## src/rtl/cdq_pkg.sv

```systemverilog
// ----------------------------------------------------------------------------
// cdq_pkg: shared types for the circular deque core
// Operation and status codes, plus the control word that rides along the
// cell chain with each request.
// ----------------------------------------------------------------------------
package cdq_pkg;

  localparam int unsigned DATA_W = 32;
  localparam int unsigned CAP_W  = 9;
  localparam logic [CAP_W-1:0] CAP_RESET = 9'd256;

  typedef enum logic [1:0] {
    K_PUSH_FRONT = 2'd0,
    K_PUSH_REAR  = 2'd1,
    K_POP_FRONT  = 2'd2,
    K_POP_REAR   = 2'd3
  } kind_t;

  typedef enum logic [1:0] {
    ST_DONE      = 2'd0,
    ST_OVERFLOW  = 2'd1,
    ST_UNDERFLOW = 2'd2
  } status_t;

  // Control word carried from cell to cell with each request.
  typedef struct packed {
    logic    valid;
    logic    wr;
    logic    rd;
    status_t status;
  } ctl_t;

endpackage

```

## src/rtl/cdq_cell.sv

```systemverilog
// ----------------------------------------------------------------------------
// cdq_cell: one cell of the store chain
// Owns one interleaved bank of the store; performs the access of a passing
// request on a slot it owns and hands the request to the next cell.
// ----------------------------------------------------------------------------
module cdq_cell
  import cdq_pkg::*;
#(
  parameter int DEPTH   = 256,
  parameter int CELLS   = 4,
  parameter int CELL_ID = 0
) (
  input  logic                     clk,
  input  logic                     rst,
  input  logic                     adv,
  input  ctl_t                     in_ctl,
  input  logic [$clog2(DEPTH)-1:0] in_slot,
  input  logic [DATA_W-1:0]        in_data,
  output ctl_t                     out_ctl,
  output logic [$clog2(DEPTH)-1:0] out_slot,
  output logic [DATA_W-1:0]        out_data
);

  localparam int unsigned IW     = $clog2(DEPTH);
  localparam int unsigned CB     = $clog2(CELLS);
  localparam int unsigned LDEPTH = (DEPTH + CELLS - 1) / CELLS;
  localparam int unsigned LAW    = (LDEPTH > 1) ? $clog2(LDEPTH) : 1;

  logic [DATA_W-1:0] mem [LDEPTH];
  logic [DATA_W-1:0] mem_q;
  logic [DATA_W-1:0] data_q;
  logic              hit_q;
  logic [IW-1:0]     slot_sh;
  logic [LAW-1:0]    laddr;
  logic              owned;
  logic              access;

  assign slot_sh = in_slot >> CB;
  assign laddr   = slot_sh[LAW-1:0];
  assign owned   = (in_slot[CB-1:0] == CB'(CELL_ID));
  assign access  = adv && in_ctl.valid && owned;

  always_ff @(posedge clk) begin
    if (access) begin
      if (in_ctl.wr) begin
        mem[laddr] <= in_data;
      end
      if (in_ctl.rd) begin
        mem_q <= mem[laddr];
      end
    end
  end

  always_ff @(posedge clk) begin
    if (rst) begin
      out_ctl <= '0;
      hit_q   <= 1'b0;
    end else if (adv) begin
      out_ctl <= in_ctl;
      hit_q   <= in_ctl.valid && in_ctl.rd && owned;
    end
  end

  always_ff @(posedge clk) begin
    if (adv) begin
      out_slot <= in_slot;
      data_q   <= in_data;
    end
  end

  // Substitute the bank read for the carried data on a hit.
  assign out_data = hit_q ? mem_q : data_q;

endmodule

```

## config.mk

```make
export PLATFORM = sky130hd
export DESIGN_NAME = cdq_cell
export DESIGN_NICKNAME = d
export VERILOG_FILES = /design/src/rtl/cdq_pkg.sv /design/src/rtl/cdq_cell.sv
export SDC_FILE = /design/constraint.sdc
export NUM_CORES = 2
export LEC_CHECK = 0
export BUFFER_PORTS_ARGS = -buffer_cell sky130_fd_sc_hd__buf_2
export CAP_MARGIN = 20
export CELL_PAD_IN_SITES_DETAIL_PLACEMENT = 1
export CELL_PAD_IN_SITES_GLOBAL_PLACEMENT = 1
export CORE_MARGIN = 1
export CORE_UTILIZATION = 49
export DETAILED_ROUTE_END_ITERATION = 10
export PLACE_DENSITY_LB_ADDON = 0.1
export SYNTH_ARGS = -nofsm -noshare
export SYNTH_HDL_FRONTEND = slang
export SYNTH_SLANG_ARGS = --single-unit
export TNS_END_PERCENT = 100
```

## constraint.sdc

```tcl
create_clock -name clk -period 3.55 [get_ports clk]
set_input_delay 0.71 -clock clk [delete_from_list [all_inputs] [get_ports clk]]
set_output_delay 0.71 -clock clk [all_outputs]
set_load 0.01 [all_outputs]
```

==> metrics.txt <==
# TYPE chip_impl_metric gauge
chip_impl_metric{name="share_of_flip_flops_with_an_asynchronous_set_or_reset",unit="%"} 0
chip_impl_metric{name="worstPathBufferInverterCount",unit=""} 2
chip_impl_info{name="synth.largest_area_cell",value="sky130_fd_sc_hd__edfxtp_1"} 1
chip_impl_info{name="endpoint_class_of_the_critical_path",value="output port"} 1
chip_impl_metric{name="yosysSeqAreaShare",unit="%"} 79.9
chip_impl_info{name="postSynth.topFlopCell",value="sky130_fd_sc_hd__edfxtp_1"} 1
chip_impl_info{name="setup.worst_path.class",value="flop to output port"} 1
chip_impl_metric{name="yosysWarnings",unit=""} 0
chip_impl_metric{name="routed-via-count",unit=""} 50388
chip_impl_metric{name="grt_start_max_net_pins",unit=""} 76
chip_impl_metric{name="ff2ff_setup_slack",unit="ns"} 0.83
chip_impl_metric{name="clk_lat_worst_skew",unit="ns"} 0.86
chip_impl_metric{name="timing.max_cap.violations",unit=""} 0
chip_impl_metric{name="via_count_of_the_first_global_routing_pass",unit=""} 49820
chip_impl_metric{name="area.growth.synth_to_final",unit="%"} 18.3
chip_impl_metric{name="worst_setup_hold_path_clk_slew",unit="ns"} 0.06
chip_impl_metric{name="critical_path_depth",unit=""} 3
chip_impl_metric{name="power.leakage",unit="nW"} 29.7
chip_impl_metric{name="initial_antenna_violation_count",unit=""} 18
chip_impl_metric{name="clock_sinks",unit=""} 2126
chip_impl_info{name="critPathLaunchType",value="flop"} 1
chip_impl_metric{name="total_power",unit="mW"} 53.8
chip_impl_info{name="worst_hold_path_type",value="input port to flop"} 1
chip_impl_metric{name="routed_wire_length_per_instance",unit="um"} 40.9
chip_impl_metric{name="die_h",unit="um"} 406
chip_impl_metric{name="worst-path-max-fanout",unit=""} 24
chip_impl_metric{name="drt_first_iter_violations",unit=""} 7589
chip_impl_metric{name="cts_resized",unit=""} 0
chip_impl_info{name="crit_path_start",value="hit_q$_SDFFE_PP0P_"} 1
chip_impl_metric{name="post_route_cells_drive_above_1_share",unit="%"} 22.3
chip_impl_info{name="cpLargestDelayFamily",value="flip-flops"} 1
chip_impl_metric{name="clock_skew",unit="ns"} 0.0273
chip_impl_info{name="critPathCapture",value="out_data[20]"} 1
chip_impl_metric{name="clockBufferDepth",unit=""} 3
chip_impl_metric{name="timing.final.crit_period",unit="ns"} 3.27
chip_impl_metric{name="nNetsFinal",unit=""} 4935
chip_impl_metric{name="post-cts-setup-buffer-count",unit=""} 0
chip_impl_metric{name="post_drt_via_cell_ratio",unit=""} 6.97
chip_impl_metric{name="syn-num-nets",unit=""} 4469
chip_impl_info{name="slowest_stage",value="sky130_fd_sc_hd__dfxtp_2"} 1
chip_impl_info{name="synth_top_family_by_area",value="compound AO/OA/AOI/OAI gates"} 1
chip_impl_metric{name="floorplan.io_pins",unit=""} 93
chip_impl_metric{name="cp_data_arrival_time",unit="ns"} 2.56
chip_impl_metric{name="start_util",unit="%"} 49.6
chip_impl_metric{name="critPathMaxStageDelay",unit="ns"} 0.79
chip_impl_metric{name="setup_total_negative_slack",unit="ns"} 0
chip_impl_info{name="crit_path_cell_trace",value="buf_12 > mux2_2 > buf_2"} 1
chip_impl_metric{name="power_per_cell_area",unit="nW/um^2"} 569
chip_impl_metric{name="final_min_period_over_clock_period",unit="%"} 92.1
chip_impl_info{name="synth.top_cells.by_area",value="sky130_fd_sc_hd__edfxtp_1 (80%), sky130_fd_sc_hd__a221oi_1 (4.5%), sky130_fd_sc_hd__a22oi_1 (3.9%)"} 1
chip_impl_metric{name="hold_viol_final",unit=""} 0
chip_impl_metric{name="worstRegToRegCells",unit=""} 6
chip_impl_metric{name="postSynthRegisterBits",unit=""} 2126
chip_impl_metric{name="die_width",unit="um"} 406
chip_impl_metric{name="yosys.area.top_type_share",unit="%"} 79.7
chip_impl_metric{name="post_cts_hold_buffer_count",unit=""} 0
chip_impl_metric{name="synth_compound_area_share",unit="%"} 12.4
chip_impl_metric{name="routed_wirelength",unit="um"} 295000
chip_impl_metric{name="max_slew_margin",unit="%"} 12.8
chip_impl_metric{name="required",unit="ns"} 2.84
chip_impl_metric{name="setup-violations-final",unit=""} 0
chip_impl_metric{name="htree_levels",unit=""} 4
chip_impl_metric{name="placement.io_buffers",unit=""} 92
chip_impl_metric{name="count_of_flip_flops_with_a_built_in_enable_after_synthesis",unit=""} 2120
chip_impl_metric{name="finalMaxSlewViolations",unit=""} 0
chip_impl_metric{name="worst-slew-pin-transition",unit="ns"} 1.31
chip_impl_info{name="cts.root.buffer_cell",value="sky130_fd_sc_hd__clkbuf_16"} 1
chip_impl_metric{name="synth_cell_type_count",unit=""} 62
chip_impl_metric{name="avgSynthCellArea",unit="um^2"} 18.1
chip_impl_metric{name="dr.pass1.iters",unit=""} 6
chip_impl_metric{name="post_synth_mux_area_share",unit="%"} 3.06
chip_impl_info{name="regToRegStartpoint",value="mem[60][5]$_DFFE_PP_"} 1
chip_impl_metric{name="row_count",unit=""} 147
chip_impl_metric{name="grt_usage",unit="%"} 35.9
chip_impl_metric{name="numCtsBuffers",unit=""} 212
chip_impl_metric{name="worst_voltage_drop_across_the_vdd_grid",unit="V"} 0.000551
chip_impl_metric{name="post-route-drc-count",unit=""} 0
chip_impl_metric{name="synth_simple_gate_area_share",unit="%"} 2.63
chip_impl_metric{name="routabilityCongestion",unit=""} 0.930
chip_impl_info{name="status",value="finished clean"} 1
chip_impl_info{name="setup_repair_after_global_routing_missed_its_margin",value="no"} 1
chip_impl_metric{name="global_route_wire_length_before_repair",unit="um"} 404000
chip_impl_metric{name="ant_nets",unit=""} 0
chip_impl_metric{name="grt_overflow",unit=""} 0
chip_impl_metric{name="post-dp-hpwl",unit="um"} 186000
chip_impl_metric{name="synth_cells",unit=""} 4421
chip_impl_metric{name="coreArea",unit="um^2"} 161000
chip_impl_metric{name="netlist_area",unit="um^2"} 79800
chip_impl_metric{name="max_freq",unit="MHz"} 306
chip_impl_metric{name="fraction_of_synthesized_cell_area_in_xor_and_xnor_cells",unit="%"} 0
chip_impl_metric{name="dieArea",unit="um^2"} 165000
chip_impl_metric{name="synth_adder_area_share",unit="%"} 0
chip_impl_info{name="tritoncts",value="yes"} 1
chip_impl_info{name="reg_to_reg_end",value="mem_q[5]$_DFFE_PP_"} 1
layout make-up:
type                            count  area [um^2]
Sequential cell                  2126        63800
Inverter                            4         20.0
Clock inverter                    124         1340
Antenna cell                        5         12.5
Clock buffer                      266         5690
Tap cell                         2160         2700
Multi-Input combinational cell   1948        15000
Timing Repair Buffer              595         5920
Fill cell                       14110        66700
report_power, final:
part           internal [mW]  total [mW]  leakage, nW  switching (mW)
clock network           13.3        22.9         3.43            9.59
logic                  0.921        3.16         7.11            2.23
registers               27.7        27.7         19.1          0.0212
layout by cell type, fill, tap and decap left out, types with 10 or more instances in the layout:
master	synthesis	final
sky130_fd_sc_hd__o2111ai_1	10	10
sky130_fd_sc_hd__edfxtp_1	2120	2120
sky130_fd_sc_hd__o22ai_1	128	128
sky130_fd_sc_hd__clkbuf_16	0	219
sky130_fd_sc_hd__a21oi_1	76	76
sky130_fd_sc_hd__nor2_4	1	69
sky130_fd_sc_hd__mux4_2	25	25
sky130_fd_sc_hd__bufinv_16	0	28
sky130_fd_sc_hd__nand2_1	81	80
sky130_fd_sc_hd__o211ai_1	18	18
sky130_fd_sc_hd__clkbuf_1	113	44
sky130_fd_sc_hd__o221ai_1	25	25
sky130_fd_sc_hd__nor3_1	37	35
sky130_fd_sc_hd__clkinv_2	0	33
sky130_fd_sc_hd__a221oi_1	411	411
sky130_fd_sc_hd__nand3_1	19	18
sky130_fd_sc_hd__nor4_1	28	28
sky130_fd_sc_hd__buf_4	13	372
sky130_fd_sc_hd__nand4_1	16	16
sky130_fd_sc_hd__mux2i_1	56	56
sky130_fd_sc_hd__buf_12	0	132
sky130_fd_sc_hd__a22oi_1	416	416
sky130_fd_sc_hd__nor2_1	197	128
sky130_fd_sc_hd__buf_2	175	88
sky130_fd_sc_hd__mux2_2	117	117
sky130_fd_sc_hd__o21ai_0	107	107
sky130_fd_sc_hd__a31oi_1	18	18
sky130_fd_sc_hd__a22o_1	41	41
sky130_fd_sc_hd__clkinv_1	0	50
worst register-to-register path: stages, from the launching register on:
cell and delay, ns:
sky130_fd_sc_hd__edfxtp_1 0.38, sky130_fd_sc_hd__a221oi_1 0.29, sky130_fd_sc_hd__buf_4 0.16, sky130_fd_sc_hd__nor2_1 0.04, sky130_fd_sc_hd__o21ai_0 0.58, sky130_fd_sc_hd__and4_1 0.69, sky130_fd_sc_hd__o2111ai_1 0.29
synth_stat cells (16+ instances only):
cell and n:
sky130_fd_sc_hd__a21oi_1 76, sky130_fd_sc_hd__o22ai_1 128, sky130_fd_sc_hd__nor3_1 37, sky130_fd_sc_hd__a221oi_1 411, sky130_fd_sc_hd__o221ai_1 25, sky130_fd_sc_hd__o211ai_1 18, sky130_fd_sc_hd__o21ai_0 107, sky130_fd_sc_hd__nor4_1 28
sky130_fd_sc_hd__nand4_1 16, sky130_fd_sc_hd__nand3_1 19, sky130_fd_sc_hd__clkbuf_1 113, sky130_fd_sc_hd__nand2_1 81, sky130_fd_sc_hd__mux2i_1 56, sky130_fd_sc_hd__buf_1 31, sky130_fd_sc_hd__nor2_1 197, sky130_fd_sc_hd__edfxtp_1 2120
sky130_fd_sc_hd__a22o_1 41, sky130_fd_sc_hd__a31oi_1 18, sky130_fd_sc_hd__mux2_2 117, sky130_fd_sc_hd__a22oi_1 416, sky130_fd_sc_hd__buf_2 175, sky130_fd_sc_hd__mux4_2 25
logic make-up (layout without fill, tap and decap cells):
kind of cell	after synthesis	count (layout)
other	0	5
buffers and inverters	347	989
flip-flops	2126	2126
AO/OA/AOI/OAI	1304	1304
AND/OR/NAND/NOR	446	446
multiplexers	198	198
metrics by stage:
step                hold slack (ns)  instances  instance area, um^2  utilization (%)  setup WS, ns
finish                       0.0557       7228                94500             58.6         0.279
global route                 0.0355       7223                94400             58.6         0.231
CTS                        0.000214       7222                94400             58.6         0.273
detailed placement            0.462       6832                87400             54.2        -0.322
global placement              0.457       6832                87400             54.2        -0.247
floorplan                     0.489       4421                79800                -        -0.135
worst min-delay path by stage:
stage                                        from                      end  slack [ns]  cells after the start
after CTS                              in_slot[0]    out_slot[0]$_DFFE_PP_      0.0002                      1
final                                  in_slot[0]    out_slot[0]$_DFFE_PP_        0.06                      1
after global routing                   in_slot[1]    out_slot[1]$_DFFE_PP_        0.04                      1
after global placement    out_ctl[2]$_SDFFE_PP0P_  out_ctl[2]$_SDFFE_PP0P_        0.46                      2
after floorplan           out_ctl[2]$_SDFFE_PP0P_  out_ctl[2]$_SDFFE_PP0P_        0.49                      2
after detailed placement  out_ctl[2]$_SDFFE_PP0P_  out_ctl[2]$_SDFFE_PP0P_        0.46                      2
sequential cells by signal (all words and copies together) (netlist names):
signal,cells
mem_q,32
mem,2048
data_q,32
hit_q,1
out_slot,8
out_ctl,5
per-layer routing:
layer / GRT usage (%) / part of all wire [%] / up-vias
met5: 0 / 0.030 / -
met4: 17.1 / 5.4 / 12
met3: 8.88 / 12 / 677
met2: 54.8 / 45 / 3531
met1: 48.5 / 37 / 26498
li1: - / - / 19670
No activity file was read; power rests on OpenSTA's default activity.
