==> config.mk <==
export PLATFORM = sky130hd
export DESIGN_NAME = cdq_ctrl
export DESIGN_NICKNAME = d
export VERILOG_FILES = /design/src/rtl/cdq_pkg.sv /design/src/rtl/cdq_ctrl.sv
export SDC_FILE = /design/constraint.sdc
export NUM_CORES = 1
export LEC_CHECK = 0
export ABC_CLOCK_PERIOD_IN_PS = 3470
export BUFFER_PORTS_ARGS = -buffer_cell sky130_fd_sc_hd__buf_4
export CAP_MARGIN = 25
export CORE_ASPECT_RATIO = 0.9
export CORE_MARGIN = 2
export CORE_UTILIZATION = 45
export CTS_CLUSTER_SIZE = 16
export DETAILED_ROUTE_END_ITERATION = 12
export HOLD_SLACK_MARGIN = 0.06
export PLACE_DENSITY = 0.78
export SETUP_SLACK_MARGIN = 0.15
export SLEW_MARGIN = 20
export SYNTH_ARGS = -nofsm -noshare
export SYNTH_HDL_FRONTEND = slang
export SYNTH_SLANG_ARGS = --single-unit
==> constraint.sdc <==
create_clock -name clk -period 3.47 [get_ports clk]
set_input_delay 0 -clock clk [delete_from_list [all_inputs] [get_ports clk]]
set_output_delay 0 -clock clk [all_outputs]
set_load 0.01 [all_outputs]
==> src/rtl/cdq_pkg.sv <==
// ----------------------------------------------------------------------------
// cdq_pkg: shared types for the circular deque core
// Operation and status codes, plus the control word that rides along the
// cell chain with each request.
// ----------------------------------------------------------------------------
package cdq_pkg;

  localparam int unsigned DATA_W = 32;
  localparam int unsigned CAP_W  = 9;
  localparam logic [CAP_W-1:0] CAP_RESET = 9'd256;

  typedef enum logic [1:0] {
    K_PUSH_FRONT = 2'd0,
    K_PUSH_REAR  = 2'd1,
    K_POP_FRONT  = 2'd2,
    K_POP_REAR   = 2'd3
  } kind_t;

  typedef enum logic [1:0] {
    ST_DONE      = 2'd0,
    ST_OVERFLOW  = 2'd1,
    ST_UNDERFLOW = 2'd2
  } status_t;

  // Control word carried from cell to cell with each request.
  typedef struct packed {
    logic    valid;
    logic    wr;
    logic    rd;
    status_t status;
  } ctl_t;

endpackage

==> src/rtl/cdq_ctrl.sv <==
// ----------------------------------------------------------------------------
// cdq_ctrl: pointer and status control
// Holds head, tail, empty flag and capacity; turns each request into a
// store access (slot, write or read) and a status for the cell chain.
// ----------------------------------------------------------------------------
module cdq_ctrl
  import cdq_pkg::*;
#(
  parameter int DEPTH = 256
) (
  input  logic                     clk,
  input  logic                     rst,
  input  logic                     cfg_we,
  input  logic [CAP_W-1:0]         cfg_wdata,
  input  logic                     take,
  input  kind_t                    kind,
  input  logic [DATA_W-1:0]        value,
  output ctl_t                     req_ctl,
  output logic [$clog2(DEPTH)-1:0] req_slot,
  output logic [DATA_W-1:0]        req_data
);

  localparam int unsigned IW = $clog2(DEPTH);
  localparam logic [31:0] DEPTH_U = 32'(DEPTH);

  logic [CAP_W-1:0] capacity;
  logic [IW-1:0]    head;
  logic [IW-1:0]    tail;
  logic             empty;
  logic [IW-1:0]    head_next;
  logic [IW-1:0]    tail_next;
  logic             empty_next;
  logic [IW-1:0]    capm1;
  logic [IW-1:0]    head_up;
  logic [IW-1:0]    head_dn;
  logic [IW-1:0]    tail_up;
  logic [IW-1:0]    tail_dn;
  logic             full;

  // Last usable index: zero acts as one entry, oversize clamps to the depth.
  always_comb begin
    if (capacity == '0) begin
      capm1 = '0;
    end else if (32'(capacity) > DEPTH_U) begin
      capm1 = IW'(DEPTH - 1);
    end else begin
      capm1 = IW'(capacity - CAP_W'(1));
    end
  end

  assign head_up = (head >= capm1) ? '0 : head + IW'(1);
  assign tail_up = (tail >= capm1) ? '0 : tail + IW'(1);
  assign head_dn = (head == '0) ? capm1 : head - IW'(1);
  assign tail_dn = (tail == '0) ? capm1 : tail - IW'(1);

  // Full when head sits one past tail, directly or by wrap (tail at capm1, head at zero).
  assign full = !empty &&
                ((head == '0 && tail == capm1) ||
                 ({1'b0, head} == ({1'b0, tail} + (IW+1)'(1))));

  always_comb begin
    head_next      = head;
    tail_next      = tail;
    empty_next     = empty;
    req_ctl.valid  = take;
    req_ctl.wr     = 1'b0;
    req_ctl.rd     = 1'b0;
    req_ctl.status = ST_DONE;
    req_slot       = '0;
    req_data       = '0;
    unique case (kind)
      K_PUSH_FRONT, K_PUSH_REAR: begin
        req_data = value;
        if (full) begin
          req_ctl.status = ST_OVERFLOW;
        end else begin
          req_ctl.wr = 1'b1;
          if (empty) begin
            head_next  = '0;
            tail_next  = '0;
            empty_next = 1'b0;
            req_slot   = '0;
          end else if (kind == K_PUSH_FRONT) begin
            head_next = head_dn;
            req_slot  = head_dn;
          end else begin
            tail_next = tail_up;
            req_slot  = tail_up;
          end
        end
      end
      K_POP_FRONT, K_POP_REAR: begin
        if (empty) begin
          req_ctl.status = ST_UNDERFLOW;
        end else begin
          req_ctl.rd = 1'b1;
          req_slot   = (kind == K_POP_FRONT) ? head : tail;
          if (head == tail) begin
            head_next  = '0;
            tail_next  = '0;
            empty_next = 1'b1;
          end else if (kind == K_POP_FRONT) begin
            head_next = head_up;
          end else begin
            tail_next = tail_dn;
          end
        end
      end
      default: begin
        req_ctl.status = ST_DONE;
      end
    endcase
  end

  always_ff @(posedge clk) begin
    if (rst) begin
      capacity <= CAP_RESET;
      head     <= '0;
      tail     <= '0;
      empty    <= 1'b1;
    end else begin
      if (cfg_we) begin
        capacity <= cfg_wdata;
      end
      if (take) begin
        head  <= head_next;
        tail  <= tail_next;
        empty <= empty_next;
      end
    end
  end

  a_empty_parks: assert property (@(posedge clk) disable iff (rst)
    empty |-> (head == '0 && tail == '0))
    else $error("empty deque with pointers away from zero");

  a_push_fills: assert property (@(posedge clk) disable iff (rst)
    (take && req_ctl.wr) |=> !empty)
    else $error("deque still empty after a push");

  a_no_rd_wr: assert property (@(posedge clk) disable iff (rst)
    !(req_ctl.wr && req_ctl.rd))
    else $error("request both reads and writes the store");

  a_last_pop: assert property (@(posedge clk) disable iff (rst)
    (take && req_ctl.rd && head == tail) |=> empty)
    else $error("popping the last entry left deque non-empty");

endmodule

==> impl_results.md, run 1 <==
* N_diodes at 0
* Ys flop type: dfxtp_1
* Latest clock arrival within the worst-skew pair at 290 ps
* Synthesized instance count at 455
* Commonest non-fill, non-tap cell in the layout: buf_4
* Slew margin rel. at 44.49%
* Area contributors post-synth: dfxtp_1 (16%), ha_1 (8.5%), mux2i_1 (7.7%)
* Syn_area_per_cell at 7.147 µm²
* Placer's final routability congestion estimate at 0.9923
* Final setup fails at 8
* Gr busiest metal: met2
* Global Route met3 Usage at 6.104%
* Initial Utilization at 46.20%
* Cell taking the most area after synthesis: dfxtp_1
* Maxcap violations at 0
* Hold Fails Final Rpt at 0
* FF+latch count, synth at 26
* Crit-path slowest cell: or3_4
* Clock buffer count from CTS at 3
* Data arrival time of the critical path at 3560 ps
* Family with the most delay on the worst path: compound AO/OA/AOI/OAI gates
* Post-synth top area share at 16.01%
* Clock sink count at 26
* Outcome: complete, but fails checks
* CP max stage delay at 440 ps
* RSZ-0062 raised after global routing: yes
* Nets at 645
* Worst Setup Start Kind: register
* PortBufs at 91
* Antenna-violating nets left at 0
* Clock skew at 9.061 ps
* P_leak at 2.272 nW
* Critical Path RT at 3470 ps
* Failing checks: setup timing
* Final worst slack at -94.67 ps
* Peak supply drop at 0.2442 mV
* CP Max Fanout at 8
* GR Overflow Total at 0
* Slew Viols, Final at 0
* Post-synth ARST share at 0%
* CTS root buf: clkbuf_8
* Final min period at 3565 ps
* Syn Nets at 524
* Flop-to-flop setup slack at 10 ps
* CP bufs+invs at 1
* Initial DRC count at 561
* IO Pins at 92
* Routed length per placed instance at 19.91 µm
* Row cnt at 29
* YS warnings at 0
* Fillers at 526
* Crit-path cells: or3_1, or3_4, nand2_4, a21oi_4, ha_4, nand2b_4, a21o_1, a21o_1, a21oi_4, o21ai_4, nor3_2, a31oi_1, o22ai_1, buf_4
* Placed Instance Area at 0.004228 mm²
* Chip Width at 93.61 µm
* Seq/Total Area, Yosys at 16.01%
* Cell Pwr Density at 368.0 mW/mm²
* Met1 Use GR at 38.45%
* First-pass GRT wire length at 18.95 mm
* CORE AREA at 0.007039 mm²
* Met2 Usage GRT at 48.92%
* Layout area overhead at 51.37%
* Worst-margin pin slew at 821.9 ps
* Vias post-DR at 4159
* Final period utilization at 102.7%
* Vias per cell at 6.226
* Synthesized area at 0.003252 mm²
* Share of cells above drive strength 1 at 39.83%
* Commonest non-fill, non-tap cells in the layout: buf_4 (130), nor2_1 (42), nor2b_1 (34)
* GRT Util Overall at 29.78%
* H-tree depth at 1
* DRC at 0
* Hold crit path type: primary input to register
* DRT Pass-1 Iters at 5
* Fmax at 280.5 MHz
* Crit path kind: register to output port
* Layout Utilization at 69.93%
* TritonCTS clock tree: built
* Post-route cell area at 0.004922 mm²
* Initial antenna violation count at 0
* DP Wirelength at 8.300 mm
* Largest net degree at the start of global routing at 43
* Yosys cell types at 59
* Clk buf depth at 2
* Vias in the first global route at 3751
* Drt total wl at 13.30 mm
* Die ar. at 0.007923 mm²
* CTS clock-pin slew for the worst setup and hold paths at 110 ps
* Chip height at 84.65 µm
* Post-synth EDFFs at 0
* Crit end category: output port
## power by group
part / switching, mW / leakage, nW / internal [mW] / total (mW)
Sequential: 0.0629 / 0.214 / 0.323 / 0.386
Clock: 0.120 / 0.0357 / 0.155 / 0.275
Combinational: 0.610 / 2.02 / 0.539 / 1.15
## metrics by stage
stage,worst slack [ps],TNS [ps],instances,hold WS (ps),total power [mW]
global route,-170.5,-2411,668,84.54,1.891
finish,-94.67,-493.8,668,68.49,1.811
CTS,-1.915,-1.915,660,78.20,1.665
detailed placement,-25.82,-39.11,632,241.1,1.268
floorplan,45.20,0,455,91.77,1.002
global placement,139.4,0,632,232.1,1.235
## cell type report
cell class              instances  area (µm²)  area share (%)
repair buffers                151        1209           24.56
well taps                      93       116.4           2.364
clock buffers                   3       41.29          0.8388
flip-flops and latches         26       526.8           10.70
clock inverters                 1       30.03          0.6101
inverters                      20       75.07           1.525
multi-input cells             374        2924           59.41
## logic make-up after synthesis
group | count (synthesis) | synth area share [%]
buffers and inverters | 56 | 7.310
XOR/XNOR | 30 | 8.657
flip-flops | 26 | 16.01
AND/OR/NAND/NOR | 185 | 29.20
adder cells (fa/ha/maj) | 23 | 8.772
AO/OA/AOI/OAI | 108 | 21.66
multiplexers | 27 | 8.388
## what timing repair did
| item | in CTS | in global routing |
|---|---|---|
| hold endpoints to repair | 10 | 0 |
| endpoints found under the setup margin | 23 | 24 |
| setup buffers | 14 | 6 |
| hold buffers | 10 | 0 |
| pin swaps | 33 | 22 |
| resized for setup | 45 | 32 |
| gates cloned | 0 | 1 |
## path summary, 6_finish.rpt
path,startpoint,end,cells after the start
setup reg to reg,capacity[1],tail[6],15
hold reg to reg,capacity[3],capacity[3],2
hold / removal,cfg_we,capacity[8],2
setup / recovery,capacity[6],req_slot[2],14
## layer usage
layer,up-vias,part of all wire [%]
met5,-,0
li1,1853,-
met1,1932,37
met4,0,5.4
met3,75,10
met2,299,48
## flip-flops by register name, summed over array words and instances, names as in the netlist
signal / cells
capacity: 9
tail: 8
head: 8
empty: 1
## cell usage after synthesis, types with 3 or more instances
| master | number |
|---|---|
| o22ai_1 | 11 |
| nand4_1 | 5 |
| xor2_1 | 14 |
| nand3_1 | 17 |
| and3_1 | 6 |
| a21o_1 | 5 |
| a211oi_1 | 7 |
| nor3_1 | 18 |
| dfxtp_1 | 26 |
| nor4_1 | 3 |
| nor3b_1 | 3 |
| o31ai_1 | 5 |
| clkbuf_1 | 29 |
| nand2_1 | 28 |
| a22oi_1 | 3 |
| or3_1 | 4 |
| ha_1 | 22 |
| a21oi_1 | 30 |
| inv_1 | 20 |
| xnor2_1 | 15 |
| nor2_1 | 46 |
| nor2b_1 | 35 |
| o32ai_1 | 6 |
| nand2b_1 | 4 |
| mux2i_1 | 25 |
| or2_2 | 5 |
| a31oi_1 | 6 |
| o211ai_1 | 3 |
| o21ai_0 | 19 |
Power figures use the tool's default switching activity.
==> inputs of run 2 (changes only) <==
--- a/config.mk
+++ b/config.mk
@@ -14,6 +14,7 @@
 export CTS_CLUSTER_SIZE = 16
 export DETAILED_ROUTE_END_ITERATION = 12
 export HOLD_SLACK_MARGIN = 0.06
+export MAX_ROUTING_LAYER = met4
 export PLACE_DENSITY = 0.78
 export SETUP_SLACK_MARGIN = 0.15
 export SLEW_MARGIN = 20
==> run 2 against run 1 <==
The flow still finishes with violations (setup timing). Clock power rose by 2%. Critical path depth rose by 2. Sequential power fell by 3%. Critical path type unchanged. Largest power group unchanged.
==> impl_results.md, run 2 (same netlist as run 1, synthesis figures left out) <==
* CORE AREA at 0.007039 mm² (unchanged)
* Pre-CTS setup slack at -37.17 ps (-11.35 ps)
* Clk buf depth at 2 (unchanged)
* Critical Path RT at 3470 ps (about the same)
* Layout area overhead at 47.25%
* Fmax at 283.2 MHz (+0.94%)
* Reg2reg start: capacity[0]
* Chip Width at 93.61 µm (unchanged)
* Number of placed instances, taps included at 633 (+0.16%)
* RSZ-0062 raised after global routing: yes
* Failing checks: setup timing
* H-tree depth at 1 (unchanged)
* GRT Util Overall at 30.99% (+1.2 points)
* Initial antenna violation count at 0 (unchanged)
* Crit path launch: capacity[0]
* Latest clock arrival within the worst-skew pair at 300 ps (about the same)
* P_leak at 2.250 nW (-0.95%)
* Hold Fails Final Rpt at 0 (unchanged)
* CTS clock-pin slew for the worst setup and hold paths at 120 ps (about the same)
* Die ar. at 0.007923 mm² (unchanged)
* Total Power at 1.734 mW (-4.3%)
* Drt total wl at 12.49 mm (-6.1%)
* Commonest non-fill, non-tap cells in the layout: buf_4 (131), nor2_1 (42), nor2b_1 (35)
* CTS root buf: clkbuf_8
* First-pass GRT wire length at 19.24 mm (+1.5%)
* Data arrival time of the critical path at 3530 ps (-30 ps)
* Slew Viols, Final at 0 (unchanged)
* Share of cells above drive strength 1 at 36.41% (-3.4 points)
* Initial DRC count at 425 (-24%)
* Row cnt at 29 (unchanged)
* Top Registers: capacity x9, head x8, tail x8
* Final period utilization at 101.8% (-0.95 points)
* Register name with the most flops: capacity
* Peak supply drop at 0.2530 mV (+3.6%)
* Chip height at 84.65 µm (unchanged)
* PortBufs at 91 (unchanged)
* GR Overflow Total at 0 (unchanged)
* CP max stage delay at 400 ps (-40 ps)
* Crit-path cells: inv_4, ha_4, or3b_4, or3_4, nor2_4, a21oi_4, ha_4, nand2b_4, a21o_1, a21o_1, a21oi_2, o21ai_4, nor2_4, a22oi_1, o22ai_1, buf_4
* Vias post-DR at 4020 (-3.3%)
* Largest net degree at the start of global routing at 43 (unchanged)
* Placer's final routability congestion estimate at 0.9749 (-1.8%)
* Worst-margin pin slew at 1005 ps (+183.3 ps)
* Commonest non-fill, non-tap cell in the layout: buf_4
* IO Pins at 92 (unchanged)
* Worst Setup Start Kind: register
* Hold slack at 74.76 ps (+6.274 ps)
* DP Wirelength at 8.377 mm (+0.93%)
* Area of the multi-input gates at 0.002805 mm² (-4.1%)
* Vias per cell at 6.027 (-3.2%)
* DRC at 0 (unchanged)
* Final setup fails at 6 (-2)
* Maxcap violations at 0 (unchanged)
* Initial Utilization at 46.20% (unchanged)
* Clock skew at 13.55 ps (+4.493 ps)
* Crit-path slowest cell: or3b_4
* Crit path kind: register to output port
* Fillers at 559 (+6.3%)
* Clock sink count at 26 (unchanged)
* Antenna-violating nets left at 0 (unchanged)
* DRT Pass-1 Iters at 5 (unchanged)
* Slew margin rel. at 32.11% (-12 points)
* Cell Pwr Density at 362.2 mW/mm² (-1.6%)
* Register area at 525.5 µm² (-0.24%)
* Final worst slack at -61.58 ps (+33.08 ps)
* Max reg flops at 9 (unchanged)
* Routed length per placed instance at 18.73 µm (-5.9%)
* TritonCTS clock tree: built
* N_diodes at 0 (unchanged)
* CP Max Fanout at 7 (-1)
* Nets at 644 (-0.16%)
* Clock buffer count from CTS at 3 (unchanged)
* Hold_sp: rst
* Final min period at 3532 ps (-33.08 ps)
* Crit end category: output port
* Outcome: complete, but fails checks
* Post-route insts no fill at 667 (-0.15%)
* Vias in the first global route at 3800 (+1.3%)
* Hold crit path type: primary input to register
[run 2: routing by layer]
layer	wire length, µm	GRT usage [%]
met5	0	-
met4	477	10.94
met3	993	4.399
met2	6039	50.23
met1	4980	39.41
[run 2: where the power goes]
| part | switching (mW) | internal (mW) | leakage (nW) | total (mW) |
|---|---|---|---|---|
| Clock | 0.125 | 0.155 | 0.0357 | 0.280 |
| Sequential | 0.0524 | 0.323 | 0.214 | 0.375 |
| Combinational | 0.578 | 0.501 | 2.00 | 1.08 |
| Total | 0.755 | 0.979 | 2.25 | 1.73 |
[run 2: critical path, delay by kind of cell, from the launching register on]
family          cells  cell delay [ps]
simple gates        5             1210
compound gates      7             1110
flops               1              370
fa+ha+maj           2              330
buf+inv             2              220
[run 2: path summary, 6_finish.rpt]
path,cells past startpoint,slack [ps],to
setup / recovery,16,-60,req_slot[7]
hold / removal,2,70,head[7]
setup reg to reg,16,10,tail[2]
hold reg to reg,2,600,capacity[3]
[run 2: layout make-up]
type | count | share of cell area [%]
Clock buffer | 3 | 0.8623
Inverter | 20 | 1.620
Multi-Input combinational cell | 374 | 58.58
Clock inverter | 1 | 0.6271
Sequential cell | 26 | 10.97
Timing Repair Buffer | 150 | 24.90
Tap cell | 93 | 2.430
[run 2: timing repair]
action | in CTS | in global routing
setup endpoints to repair | 23 | 24
hold endpoints to repair | 10 | 0
cloned | 1 | 0
resized for setup | 30 | 20
hold buffers | 11 | 0
setup buffers | 12 | 6
pin swaps | 28 | 25
[run 2: per-stage QoR]
| stage | cell area [µm²] | setup TNS, ps | util (%) |
|---|---|---|---|
| finish | 4788 | -237.9 | 68.02 |
| floorplan | 3381 | 0 | - |
| global route | 4788 | -2200 | 68.02 |
| global placement | 4235 | 0 | 60.17 |
| CTS | 4659 | 0 | 66.19 |
| detailed placement | 4235 | -42.21 | 60.17 |
==> inputs of run 3 (changes only) <==
--- a/config.mk
+++ b/config.mk
@@ -10,13 +10,14 @@
 export CAP_MARGIN = 25
 export CORE_ASPECT_RATIO = 0.9
 export CORE_MARGIN = 2
-export CORE_UTILIZATION = 45
+export CORE_UTILIZATION = 49
 export CTS_CLUSTER_SIZE = 16
 export DETAILED_ROUTE_END_ITERATION = 12
 export HOLD_SLACK_MARGIN = 0.06
 export MAX_ROUTING_LAYER = met4
-export PLACE_DENSITY = 0.78
+export PLACE_DENSITY = 0.84
 export SETUP_SLACK_MARGIN = 0.15
+export SKIP_LAST_GASP = 1
 export SLEW_MARGIN = 20
 export SYNTH_ARGS = -nofsm -noshare
 export SYNTH_HDL_FRONTEND = slang
==> run 3 against run 2 <==
The run still ends with setup timing left. Flip-flop and latch count unchanged. Clock skew down 7.7 ps. Final cell count down 2.1%. Global-route usage up 2.0 points. Clock power down 2%. Combinational power about the same. Cell area up 0.24%. Register-to-register slack worse by 30 ps. Critical path depth up 1. Setup slack better by 28 ps. Count of clock-buffer cells in the layout unchanged.
==> impl_results.md, run 3 (same netlist as run 1, synthesis figures left out) <==
* Reg2reg start: capacity[0]
* Data arrival time of the critical path at 3500 ps (-30 ps)
* Commonest non-fill, non-tap cell in the layout: buf_4
* CORE AREA at 0.006516 mm² (-7.4%)
* Maxcap violations at 0 (unchanged)
* Top Registers: capacity x9, head x8, tail x8
* Number of placed instances, taps included at 621 (-1.9%)
* Hold Fails Final Rpt at 0 (unchanged)
* CTS root buf: clkbuf_8
* CP Max Fanout at 4 (-3)
* Row cnt at 28 (-3.4%)
* Pre-CTS setup slack at -69.40 ps (-32.23 ps)
* Final worst slack at -34.07 ps (+27.51 ps)
* Hold_sp: rst
* Largest net degree at the start of global routing at 43 (unchanged)
* Vias post-DR at 4051 (+0.77%)
* Peak supply drop at 0.2343 mV (-7.4%)
* Initial DRC count at 403 (-5.2%)
* TritonCTS clock tree: built
* Crit-path slowest cell: or3b_4
* Worst Setup Start Kind: register
* Antenna-violating nets left at 0 (unchanged)
* Routed length per placed instance at 19.51 µm (+4.2%)
* Fillers at 472 (-16%)
* Final min period at 3504 ps (-27.51 ps)
* Clock skew at 5.852 ps (-7.701 ps)
* Register name with the most flops: capacity
* Chip Width at 89.87 µm (-4.0%)
* Placer's final routability congestion estimate at 1.040 (+6.7%)
* Commonest non-fill, non-tap cells in the layout: buf_4 (121), nor2_1 (40), nor2b_1 (35)
* Share of cells above drive strength 1 at 37.30% (+0.89 points)
* GRT Util Overall at 33.00% (+2.0 points)
* Clock sink count at 26 (unchanged)
* Worst-margin pin slew at 983.5 ps (-21.70 ps)
* H-tree depth at 1 (unchanged)
* Drt total wl at 12.74 mm (+2.0%)
* Vias in the first global route at 3770 (-0.79%)
* Crit path kind: register to output port
* Outcome: complete, but fails checks
* N_diodes at 0 (unchanged)
* Nets at 633 (-1.7%)
* Setup TNS at -115.4 ps (+122.5 ps)
* DP Wirelength at 8.382 mm (about the same)
* CTS clock-pin slew for the worst setup and hold paths at 110 ps (about the same)
* Family with the most delay on the worst path: simple AND/OR/NAND/NOR gates
* Latest clock arrival within the worst-skew pair at 290 ps (about the same)
* CP max stage delay at 410 ps (about the same)
* Layout Utilization at 73.66% (+5.6 points)
* First-pass GRT wire length at 18.95 mm (-1.5%)
* Failing checks: setup timing
* Crit path launch: capacity[0]
* IO Pins at 92 (unchanged)
* Critical Path RT at 3470 ps (about the same)
* Hold crit path type: primary input to register
* RSZ-0062 raised after global routing: yes
* Slew Viols, Final at 0 (unchanged)
* DRC at 0 (unchanged)
* PortBufs at 91 (unchanged)
* DRT Pass-1 Iters at 5 (unchanged)
* Chip height at 81.29 µm (-4.0%)
* Cell Pwr Density at 361.8 mW/mm² (about the same)
* Crit-path cells: inv_4, ha_4, or3b_4, or3_4, nor2_4, a21oi_4, ha_4, nand2b_4, a21o_1, a21o_1, a21oi_2, o21ai_4, buf_6, nor3_2, a31oi_1, o22ai_1, buf_4
* Clock buffer count from CTS at 3 (unchanged)
* GR Overflow Total at 0 (unchanged)
* CP bufs+invs at 3 (+1)
* P_leak at 2.197 nW (-2.4%)
* Fmax at 285.4 MHz (+0.79%)
* Die ar. at 0.007305 mm² (-7.8%)
* Final period utilization at 101.0% (-0.79 points)
* Clk buf depth at 2 (unchanged)
* Post-route insts no fill at 653 (-2.1%)
* Layout area overhead at 47.60%
* Max reg flops at 9 (unchanged)
* Crit end category: output port
* Final setup fails at 9 (+3)
* Initial antenna violation count at 0 (unchanged)
* Slew margin rel. at 34.19% (+2.1 points)
* Vias per cell at 6.204 (+2.9%)
* Initial Utilization at 49.90% (+3.7 points)
-- run 3: cell types whose count changed in the layout (fill, tap and decap cells not counted), moves of 2 or more --
cell and change:
buf_6 -2, buf_4 -10, ha_1 -5, ha_4 +4
a21oi_1 -2, nor2_1 -2, nor3_2 -2
-- run 3: worst register-to-register path, stage by stage, from the launching register on --
cell,delay (ps)
dfxtp_4,370
inv_4,50
ha_4,120
or3b_4,410
or3_4,400
nor2_4,130
a21oi_4,80
ha_4,230
nand2b_4,140
a21o_1,160
a21o_1,190
a21oi_2,180
o21ai_4,100
buf_4,160
or2_4,280
o32ai_2,210
mux2i_1,110
o21ai_1,130
-- run 3: repair_timing --
action / CTS / global route
hold buffers: 11 / 0
endpoints found under the hold margin: 10 / 0
setup endpoints to repair: 21 / 26
resized for setup: 38 / 30
pin swaps: 31 / 35
buffers inserted: 12 / 2
gates cloned: 2 / 1
-- run 3: worst paths after layout --
kind | endpoint | slack, ps | cells past startpoint
setup / recovery | req_slot[2] | -30 | 17
hold / removal | head[2] | 70 | 2
setup reg to reg | tail[5] | -20 | 17
hold reg to reg | head[2] | 560 | 2
-- run 3: final cells by class --
type	instances	area [µm²]	area share (%)
multi-input cells	376	2938	61.21
repair buffers	137	1075	22.39
flip-flops and latches	26	525.5	10.95
clock inverters	1	30.03	0.6257
inverters	20	77.57	1.616
well taps	90	112.6	2.346
clock buffers	3	41.29	0.8603
-- run 3: power breakdown --
group | switching, mW | total [mW] | internal, mW
clock | 0.118 | 0.273 | 0.155
combinational | 0.593 | 1.08 | 0.488
sequential | 0.0594 | 0.382 | 0.323
-- run 3: metal layers --
metal,vias to the layer above,global-route usage (%),wire length [µm]
met3,64,7.514,1298
met2,251,53.41,6021
met1,1893,40.75,4868
li1,1843,-,-
met4,0,12.46,550
met5,-,-,0
-- run 3: through the flow --
step                total power, mW  instance area [µm²]  hold slack (ps)
finish                        1.737                 4800            66.12
global route                  1.817                 4800            83.66
CTS                           1.612                 4621            77.43
detailed placement            1.239                 4151            238.3
global placement              1.210                 4151            225.1
floorplan                     1.002                 3381            91.77
